===== src/design/kdch_pkg.sv =====
`timescale 1ns / 1ps
`default_nettype none

package kdch_pkg;

    localparam int CNT_W    = 16;
    localparam int CLICKS_W = 4;
    localparam int ADDR_W   = 4;
    localparam int DATA_W   = 32;

    typedef enum logic [1:0] {
        MODE_OFF  = 2'd0,
        MODE_ON   = 2'd1,
        MODE_HOLD = 2'd2
    } mode_t;

    typedef enum logic [1:0] {
        EV_NONE     = 2'd0,
        EV_RELEASED = 2'd1,
        EV_HOLD     = 2'd2,
        EV_CLICKS   = 2'd3
    } event_t;

    // register indexes, byte address is 4 * index
    localparam logic [1:0] REG_DEBOUNCE   = 2'd0;
    localparam logic [1:0] REG_HOLD       = 2'd1;
    localparam logic [1:0] REG_CLICK_GAP  = 2'd2;
    localparam logic [1:0] REG_MAX_CLICKS = 2'd3;

    typedef struct packed {
        logic [CNT_W-1:0]    debounce_samples;
        logic [CNT_W-1:0]    hold_samples;
        logic [CNT_W-1:0]    click_gap_samples;
        logic [CLICKS_W-1:0] max_clicks;
    } cfg_t;

    localparam cfg_t CFG_RESET = '{
        debounce_samples:  16'd3,
        hold_samples:      16'd100,
        click_gap_samples: 16'd30,
        max_clicks:        4'd3
    };

    typedef struct packed {
        mode_t               mode;
        logic [CNT_W-1:0]    press_cnt;
        logic [CNT_W-1:0]    release_cnt;
        logic [CNT_W-1:0]    gap_cnt;
        logic [CLICKS_W-1:0] clicks;
    } key_state_t;

    localparam key_state_t KEY_STATE_RESET = '{
        mode:        MODE_OFF,
        press_cnt:   16'd0,
        release_cnt: 16'd0,
        gap_cnt:     16'd0,
        clicks:      4'd0
    };

    function automatic logic [CNT_W-1:0] sat_inc(input logic [CNT_W-1:0] v);
        return (&v) ? v : v + 1'b1;
    endfunction

endpackage

`default_nettype wire


===== src/design/kdch_update.sv =====
`timescale 1ns / 1ps
`default_nettype none

// next state and event for one key and one sample
module kdch_update (
    input  kdch_pkg::key_state_t              cur,
    input  logic                              pressed,
    input  kdch_pkg::cfg_t                    cfg,
    output kdch_pkg::key_state_t              nxt,
    output kdch_pkg::event_t                  event_code,
    output logic [kdch_pkg::CLICKS_W-1:0]     click_total
);

    logic [kdch_pkg::CNT_W-1:0] press_inc;
    logic [kdch_pkg::CNT_W-1:0] release_inc;
    logic [kdch_pkg::CNT_W-1:0] gap_inc;

    assign press_inc   = kdch_pkg::sat_inc(cur.press_cnt);
    assign release_inc = kdch_pkg::sat_inc(cur.release_cnt);
    assign gap_inc     = kdch_pkg::sat_inc(cur.gap_cnt);

    always_comb
    begin
        nxt         = cur;
        event_code  = kdch_pkg::EV_NONE;
        click_total = '0;
        unique case (cur.mode)
            kdch_pkg::MODE_OFF:
            begin
                if (pressed)
                begin
                    nxt.press_cnt = press_inc;
                    if (press_inc >= cfg.debounce_samples)
                    begin
                        nxt.mode      = kdch_pkg::MODE_ON;
                        nxt.press_cnt = '0;
                        if (cur.clicks == '0)
                        begin
                            nxt.clicks = 4'd1;
                        end
                        else if (cur.clicks < cfg.max_clicks)
                        begin
                            nxt.clicks  = cur.clicks + 1'b1;
                            nxt.gap_cnt = '0;
                        end
                    end
                end
                else
                begin
                    nxt.press_cnt = '0;
                    if (cur.clicks != '0)
                    begin
                        nxt.gap_cnt = gap_inc;
                        // gap compared before it counts
                        if (cur.gap_cnt > cfg.click_gap_samples)
                        begin
                            event_code  = kdch_pkg::EV_CLICKS;
                            click_total = cur.clicks;
                            nxt.gap_cnt = '0;
                            nxt.clicks  = '0;
                        end
                    end
                end
            end
            kdch_pkg::MODE_ON:
            begin
                if (pressed)
                begin
                    nxt.release_cnt = '0;
                    nxt.gap_cnt     = '0;
                    nxt.press_cnt   = press_inc;
                    if (cur.clicks == 4'd1 && press_inc >= cfg.hold_samples)
                    begin
                        nxt.press_cnt = '0;
                        nxt.mode      = kdch_pkg::MODE_HOLD;
                        event_code    = kdch_pkg::EV_HOLD;
                    end
                end
                else
                begin
                    nxt.release_cnt = release_inc;
                    if (release_inc >= cfg.debounce_samples)
                    begin
                        nxt.mode        = kdch_pkg::MODE_OFF;
                        nxt.release_cnt = '0;
                        event_code      = kdch_pkg::EV_RELEASED;
                    end
                end
            end
            default:
            begin
                // hold, and any unused mode code
                if (pressed)
                begin
                    nxt.release_cnt = '0;
                    nxt.gap_cnt     = '0;
                    nxt.clicks      = '0;
                    event_code      = kdch_pkg::EV_HOLD;
                end
                else
                begin
                    nxt.release_cnt = release_inc;
                    if (release_inc >= cfg.debounce_samples)
                    begin
                        nxt.mode        = kdch_pkg::MODE_OFF;
                        nxt.release_cnt = '0;
                        event_code      = kdch_pkg::EV_RELEASED;
                    end
                end
            end
        endcase
    end

endmodule

`default_nettype wire


===== src/design/kdch_cfg_regs.sv =====
`timescale 1ns / 1ps
`default_nettype none

// register file behind the apb port
module kdch_cfg_regs (
    input  logic                          clk,
    input  logic                          rst_n,
    input  logic                          psel,
    input  logic                          penable,
    input  logic                          pwrite,
    input  logic [kdch_pkg::ADDR_W-1:0]   paddr,
    input  logic [kdch_pkg::DATA_W-1:0]   pwdata,
    output logic [kdch_pkg::DATA_W-1:0]   prdata,
    output logic                          pready,
    output kdch_pkg::cfg_t                cfg
);

    kdch_pkg::cfg_t cfg_reg;
    logic           wr_en;

    assign pready = 1'b1;
    assign wr_en  = psel && penable && pwrite && pready;
    assign cfg    = cfg_reg;

    always_ff @(posedge clk or negedge rst_n)
    begin
        if (!rst_n)
        begin
            cfg_reg <= kdch_pkg::CFG_RESET;
        end
        else if (wr_en)
        begin
            unique case (paddr[3:2])
                kdch_pkg::REG_DEBOUNCE:   cfg_reg.debounce_samples  <= pwdata[15:0];
                kdch_pkg::REG_HOLD:       cfg_reg.hold_samples      <= pwdata[15:0];
                kdch_pkg::REG_CLICK_GAP:  cfg_reg.click_gap_samples <= pwdata[15:0];
                kdch_pkg::REG_MAX_CLICKS: cfg_reg.max_clicks        <= pwdata[3:0];
            endcase
        end
    end

    always_comb
    begin
        unique case (paddr[3:2])
            kdch_pkg::REG_DEBOUNCE:   prdata = {16'd0, cfg_reg.debounce_samples};
            kdch_pkg::REG_HOLD:       prdata = {16'd0, cfg_reg.hold_samples};
            kdch_pkg::REG_CLICK_GAP:  prdata = {16'd0, cfg_reg.click_gap_samples};
            kdch_pkg::REG_MAX_CLICKS: prdata = {28'd0, cfg_reg.max_clicks};
        endcase
    end

endmodule

`default_nettype wire


===== src/design/key_debounce_click_hold.sv =====
`timescale 1ns / 1ps
`default_nettype none

// key debounce with multi-click counting and long-press detection
// input stream: one beat per scan tick, s_tuser picks the key, s_tdata[0] is
//   the raw pin level (1 pressed); every accepted beat gives exactly one
//   output beat, event none included
// output stream: m_tuser is the event (none, released, hold, click sequence
//   ended), m_tdata[3:0] the click count of an ended sequence, else zero
// apb port: four registers at 0x0, 0x4, 0x8, 0xc (debounce, hold, click gap,
//   max clicks); write only while the stream is idle
// path: from input accept through the input register, then one pass of the
//   per-key update into the result register, which drives m_tvalid
// throughput: one beat per cycle while m_tready is high, same key or not, since
//   the key state is written on the same edge that loads the result register
// reset: all keys off with counters and pending clicks cleared, registers
//   back to their defaults, both pipeline stages empty
// stall: while m_tready is low the result holds; one more beat is taken into
//   the input register, then s_tready drops until the result is taken
// a key index at or above NUM_KEYS leaves all state alone and reports none
module key_debounce_click_hold #(
    parameter int NUM_KEYS = 2
) (
    input  logic                          clk,
    input  logic                          rst_n,
    // apb configuration
    input  logic                          psel,
    input  logic                          penable,
    input  logic                          pwrite,
    input  logic [kdch_pkg::ADDR_W-1:0]   paddr,
    input  logic [kdch_pkg::DATA_W-1:0]   pwdata,
    output logic [kdch_pkg::DATA_W-1:0]   prdata,
    output logic                          pready,
    // sample stream
    input  logic                          s_tvalid,
    output logic                          s_tready,
    input  logic [7:0]                    s_tdata,   // [0] pin_level, rest zero
    input  logic [0:0]                    s_tuser,   // [0] key_select
    // event stream
    output logic                          m_tvalid,
    input  logic                          m_tready,
    output logic [7:0]                    m_tdata,   // [3:0] click_total, rest zero
    output logic [1:0]                    m_tuser    // [1:0] event_code
);

    // the key field is one bit wide, so at most two keys are ever addressed
    localparam int KEYS_USED = (NUM_KEYS < 2) ? NUM_KEYS : 2;

    kdch_pkg::cfg_t cfg;

    // input stage
    logic in_valid_reg;
    logic in_key_reg;
    logic in_pin_reg;

    // result stage
    logic                          out_valid_reg;
    kdch_pkg::event_t              out_event_reg;
    logic [kdch_pkg::CLICKS_W-1:0] out_clicks_reg;

    // per-key state
    kdch_pkg::key_state_t key_state_reg [KEYS_USED];
    kdch_pkg::key_state_t cur_state;
    kdch_pkg::key_state_t key_state_next;
    logic                 key_ok;

    kdch_pkg::event_t              upd_event;
    logic [kdch_pkg::CLICKS_W-1:0] upd_clicks;

    logic advance;
    logic s_accept;

    kdch_cfg_regs u_cfg_regs (
        .clk     (clk),
        .rst_n   (rst_n),
        .psel    (psel),
        .penable (penable),
        .pwrite  (pwrite),
        .paddr   (paddr),
        .pwdata  (pwdata),
        .prdata  (prdata),
        .pready  (pready),
        .cfg     (cfg)
    );

    // the held beat moves on whenever the result slot is free or being taken
    assign advance  = in_valid_reg && (!out_valid_reg || m_tready);
    assign s_tready = !in_valid_reg || advance;
    assign s_accept = s_tvalid && s_tready;

    always_ff @(posedge clk or negedge rst_n)
    begin
        if (!rst_n)
        begin
            in_valid_reg <= 1'b0;
        end
        else if (s_tready)
        begin
            in_valid_reg <= s_tvalid;
        end
    end

    always_ff @(posedge clk)
    begin
        if (s_accept)
        begin
            in_key_reg <= s_tuser[0];
            in_pin_reg <= s_tdata[0];
        end
    end

    // pick the addressed key; out-of-range keys see the reset state
    always_comb
    begin
        cur_state = kdch_pkg::KEY_STATE_RESET;
        key_ok    = 1'b0;
        for (int k = 0; k < KEYS_USED; k++)
        begin
            if (in_key_reg == 1'(k))
            begin
                cur_state = key_state_reg[k];
                key_ok    = 1'b1;
            end
        end
    end

    kdch_update u_update (
        .cur         (cur_state),
        .pressed     (in_pin_reg),
        .cfg         (cfg),
        .nxt         (key_state_next),
        .event_code  (upd_event),
        .click_total (upd_clicks)
    );

    always_ff @(posedge clk or negedge rst_n)
    begin
        if (!rst_n)
        begin
            for (int k = 0; k < KEYS_USED; k++)
            begin
                key_state_reg[k] <= kdch_pkg::KEY_STATE_RESET;
            end
        end
        else if (advance)
        begin
            for (int k = 0; k < KEYS_USED; k++)
            begin
                if (in_key_reg == 1'(k))
                begin
                    key_state_reg[k] <= key_state_next;
                end
            end
        end
    end

    always_ff @(posedge clk or negedge rst_n)
    begin
        if (!rst_n)
        begin
            out_valid_reg <= 1'b0;
        end
        else if (advance)
        begin
            out_valid_reg <= 1'b1;
        end
        else if (m_tready)
        begin
            out_valid_reg <= 1'b0;
        end
    end

    always_ff @(posedge clk)
    begin
        if (advance)
        begin
            out_event_reg  <= key_ok ? upd_event : kdch_pkg::EV_NONE;
            out_clicks_reg <= key_ok ? upd_clicks : '0;
        end
    end

    assign m_tvalid = out_valid_reg;
    assign m_tuser  = out_event_reg;
    assign m_tdata  = {4'd0, out_clicks_reg};

endmodule

`default_nettype wire


===== config.mk =====
export PLATFORM = sky130hd
export DESIGN_NAME = key_debounce_click_hold
export DESIGN_NICKNAME = d
export VERILOG_FILES = /design/src/design/kdch_pkg.sv /design/src/design/kdch_update.sv /design/src/design/kdch_cfg_regs.sv /design/src/design/key_debounce_click_hold.sv
export SDC_FILE = /design/constraint.sdc
export NUM_CORES = 1
export LEC_CHECK = 0
export BUFFER_PORTS_ARGS = -buffer_cell sky130_fd_sc_hd__buf_2
export CORE_MARGIN = 2
export CORE_UTILIZATION = 60
export DETAILED_ROUTE_END_ITERATION = 8
export GPL_ROUTABILITY_DRIVEN = 1
export GPL_TIMING_DRIVEN = 0
export MAX_ROUTING_LAYER = met4
export PLACE_DENSITY = 0.77
export SETUP_SLACK_MARGIN = 0.5
export SYNTH_ARGS = -nofsm -noshare
export SYNTH_HDL_FRONTEND = slang
export SYNTH_SLANG_ARGS = --single-unit

===== constraint.sdc =====
create_clock -name clk -period 5.67 [get_ports clk]
set_clock_uncertainty 0.1 [all_clocks]
set_input_delay 0.2835 -clock clk [delete_from_list [all_inputs] [get_ports clk]]
set_output_delay 0.2835 -clock clk [all_outputs]
set_load 0.005 [all_outputs]

==> flow_summary.json <==
{
  "worstMarginPinSlew_ps": 864.2,
  "muxShareOfSynthArea": 0.1340,
  "wire_per_inst_um": 21.56,
  "design.core.area_sq_um": 19270,
  "min_period_ps": 5065,
  "clock_latency_ps": 450,
  "largest_reg_flops": 108,
  "h-tree-depth": 4,
  "io_pins": 97,
  "yosys_warnings": 0,
  "synth_cell_types": 89,
  "status": "complete, no violations",
  "hold_viol_final": 0,
  "synth_most_common_cell": "dfrtp_1",
  "antenna_found_initial": 0,
  "hold_slack_ps": 15.35,
  "pre_cts_ws_ps": -625.0,
  "synth-async-reset-ratio": 0.9529,
  "fp.dieW_um": 143.7,
  "hpwlAfterDp_mm": 25.45,
  "rsz0062_at_grt": "no",
  "min_period_over_period": 0.8933,
  "final-setup-viol-count": 0,
  "die_area_sq_um": 20640,
  "layout-area-overhead-vs-synth_pct": 16.56,
  "n_antenna_cell": 0,
  "multiInputGateArea_sq_um": 7025,
  "place.gp.congestion": 0.9429,
  "synth-compound-area-share": 0.1752,
  "grt_max_degree": 85,
  "ff_latch_area_sq_um": 4308,
  "synth_top_area_cell": "dfrtp_1",
  "fin_ws_ps": 605.1,
  "clock_path_buffers": 2,
  "leakage_uw": 0.006321,
  "synthAdderAreaFrac": 0.07805,
  "reg2reg_depth": 21,
  "nFillCells": 1439,
  "synth_area_per_cell_sq_um": 9.354,
  "drc": 0,
  "synthFlopType": "dfrtp_1",
  "synth-simple-area-share": 0.1633,
  "portBuffers": 50,
  "yosysSeqAreaShare": 0.3681,
  "max_freq_ghz": 0.1974,
  "arrival_ps": 5300,
  "first_global_vias": 10100,
  "vias_per_cell": 6.445,
  "via_count": 10650,
  "drt_iter0_drc": 1422,
  "synthesis.area_sq_um": 11700,
  "grt_usage": 0.3604,
  "cts_root_buf": "clkbuf_16",
  "firstDrtPassIters": 6,
  "drtAntennaViolNets": 0,
  "numCtsBuffers": 17,
  "setup.worst_path.class": "flop to flop",
  "p_per_area_nw_per_um2": 318.3,
  "hp-class": "input port to flop",
  "synth.area.top_cells": "dfrtp_1 32%, ha_1 7.8%, mux2_2 6.5%",
  "synth_edf_count": 8,
  "fp.dieH_um": 143.7,
  "grt_overflow": 0,
  "synth_top_family_by_area": "compound AO/OA/AOI/OAI gates",
  "synth_top_cell_area_share": 0.3229,
  "start_kind": "flop",
  "tns_ps": 0,
  "numClockSinks": 170,
  "nNetsFinal": 1500,
  "start_util": 0.6073,
  "wirelength_mm": 35.63,
  "relSlewSlack": 0.4074,
  "cts_tree": "yes",
  "slew_violations": 0,
  "syn_inst": 1251,
  "whs_path_depth": 3,
  "cp-end-kind": "flop",
  "rows": 51,
  "maxCapViolations": 0,
  "worstPathRequired_ps": 5910,
  "vdd_drop_max_mv": 0.2012,
  "ys_ff_latch": 170,
  "grt_pass1_wl_mm": 54.48,
  "critPathMaxFanout": 10,
  "synthTopCellsByCount": "151 x dfrtp_1, 138 x nand2_1, 111 x o21ai_0",
  "path_clk_slew_ps": 70,
  "yosys.area_share.xor_xnor": 0.01860,
  "drive_gt1_frac": 0.2147
}
[repair_timing]
| item | in CTS | in global routing |
|---|---|---|
| hold buffers | 14 | 0 |
| setup buffers | 11 | 8 |
| endpoints found under the hold margin | 97 | 0 |
| gates cloned | 0 | 2 |
| setup endpoints to repair | 109 | 103 |
| pin swaps | 5 | 9 |
| gates resized for setup | 36 | 30 |
[cell type report]
| cell class | count | area share |
|---|---|---|
| Clock inverter | 14 | 0.01064 |
| Sequential cell | 170 | 0.3158 |
| Multi-Input combinational cell | 954 | 0.5150 |
| Inverter | 72 | 0.01981 |
| Timing Repair Buffer | 85 | 0.04329 |
| Buffer | 75 | 0.03807 |
| Tap cell | 265 | 0.02431 |
| Clock buffer | 18 | 0.03302 |
[path summary, 6_finish.rpt]
path | start | to | slack, ps
worst max-delay path | in_key_reg | key_state_reg[74] | 610
worst min-delay path | pwdata[12] | u_cfg_regs.cfg[48] | 20
worst max register to register | in_key_reg | key_state_reg[74] | 610
worst min register to register | key_state_reg[55] | key_state_reg[55] | 400
max in group asynchronous | rst_n | key_state_reg[31] | 4310
min in group asynchronous | rst_n | u_cfg_regs.cfg[2] | 310
[cell usage in the layout, fill, tap and decap left out, drive strengths merged, types with 20 or more instances in the layout]
master  count
nand2     139
clkbuf     47
nand3      30
conb       21
ha         73
a21oi      49
nor3       20
mux2i      68
buf       117
nand4      22
o21ai     120
inv        82
dfrtp     151
mux2       69
nor2       82
[kinds of logic (layout without fill, tap and decap cells)]
group           Yosys count  after routing
flops                   170            170
mux                     141            141
simple gates            384            385
fa+ha+maj                73             73
buf+inv                 147            264
xor+xnor                 24             24
compound gates          310            310
other cells               2             21
[per-layer routing]
metal / vias to the layer above / share of wire / global-route usage
li1: 4761 / - / -
met4: 0 / 0.058 / 0.2012
met2: 615 / 0.45 / 0.5381
met1: 5123 / 0.40 / 0.4594
met5: - / 0 / -
met3: 154 / 0.095 / 0.07398
[worst max-delay path: stages, from the launching register on]
cell and delay, ps:
edfxtp_1 380, buf_6 170, buf_12 160, buf_12 160, buf_12 160, buf_12 150
buf_12 160, mux2_4 230, ha_4 170, inv_1 80, a21oi_1 320, nand4_1 260
nor2_1 240, mux2i_1 390, ha_1 210, nand4_1 160, nor4_4 460, a2111oi_4 160
buf_4 180, a21oi_1 210, o32ai_2 130, mux2_2 290
[where the power goes]
| part | switching, uW | internal, uW | leakage [uW] |
|---|---|---|---|
| clock | 555 | 649 | 0.000293 |
| sequential | 169 | 1440 | 0.00216 |
| combinational | 951 | 581 | 0.00387 |
[metrics by stage]
step	cells	power [uW]	area (sq um)	utilization
after floorplan	1270	2538	11770	-
after global placement	1585	2956	12360	0.6412
after detailed placement	1586	3015	12390	0.6431
after CTS	1643	4261	13400	0.6951
after global routing	1653	4554	13640	0.7078
final	1653	4342	13640	0.7078
(Power assumes the default switching activity.)
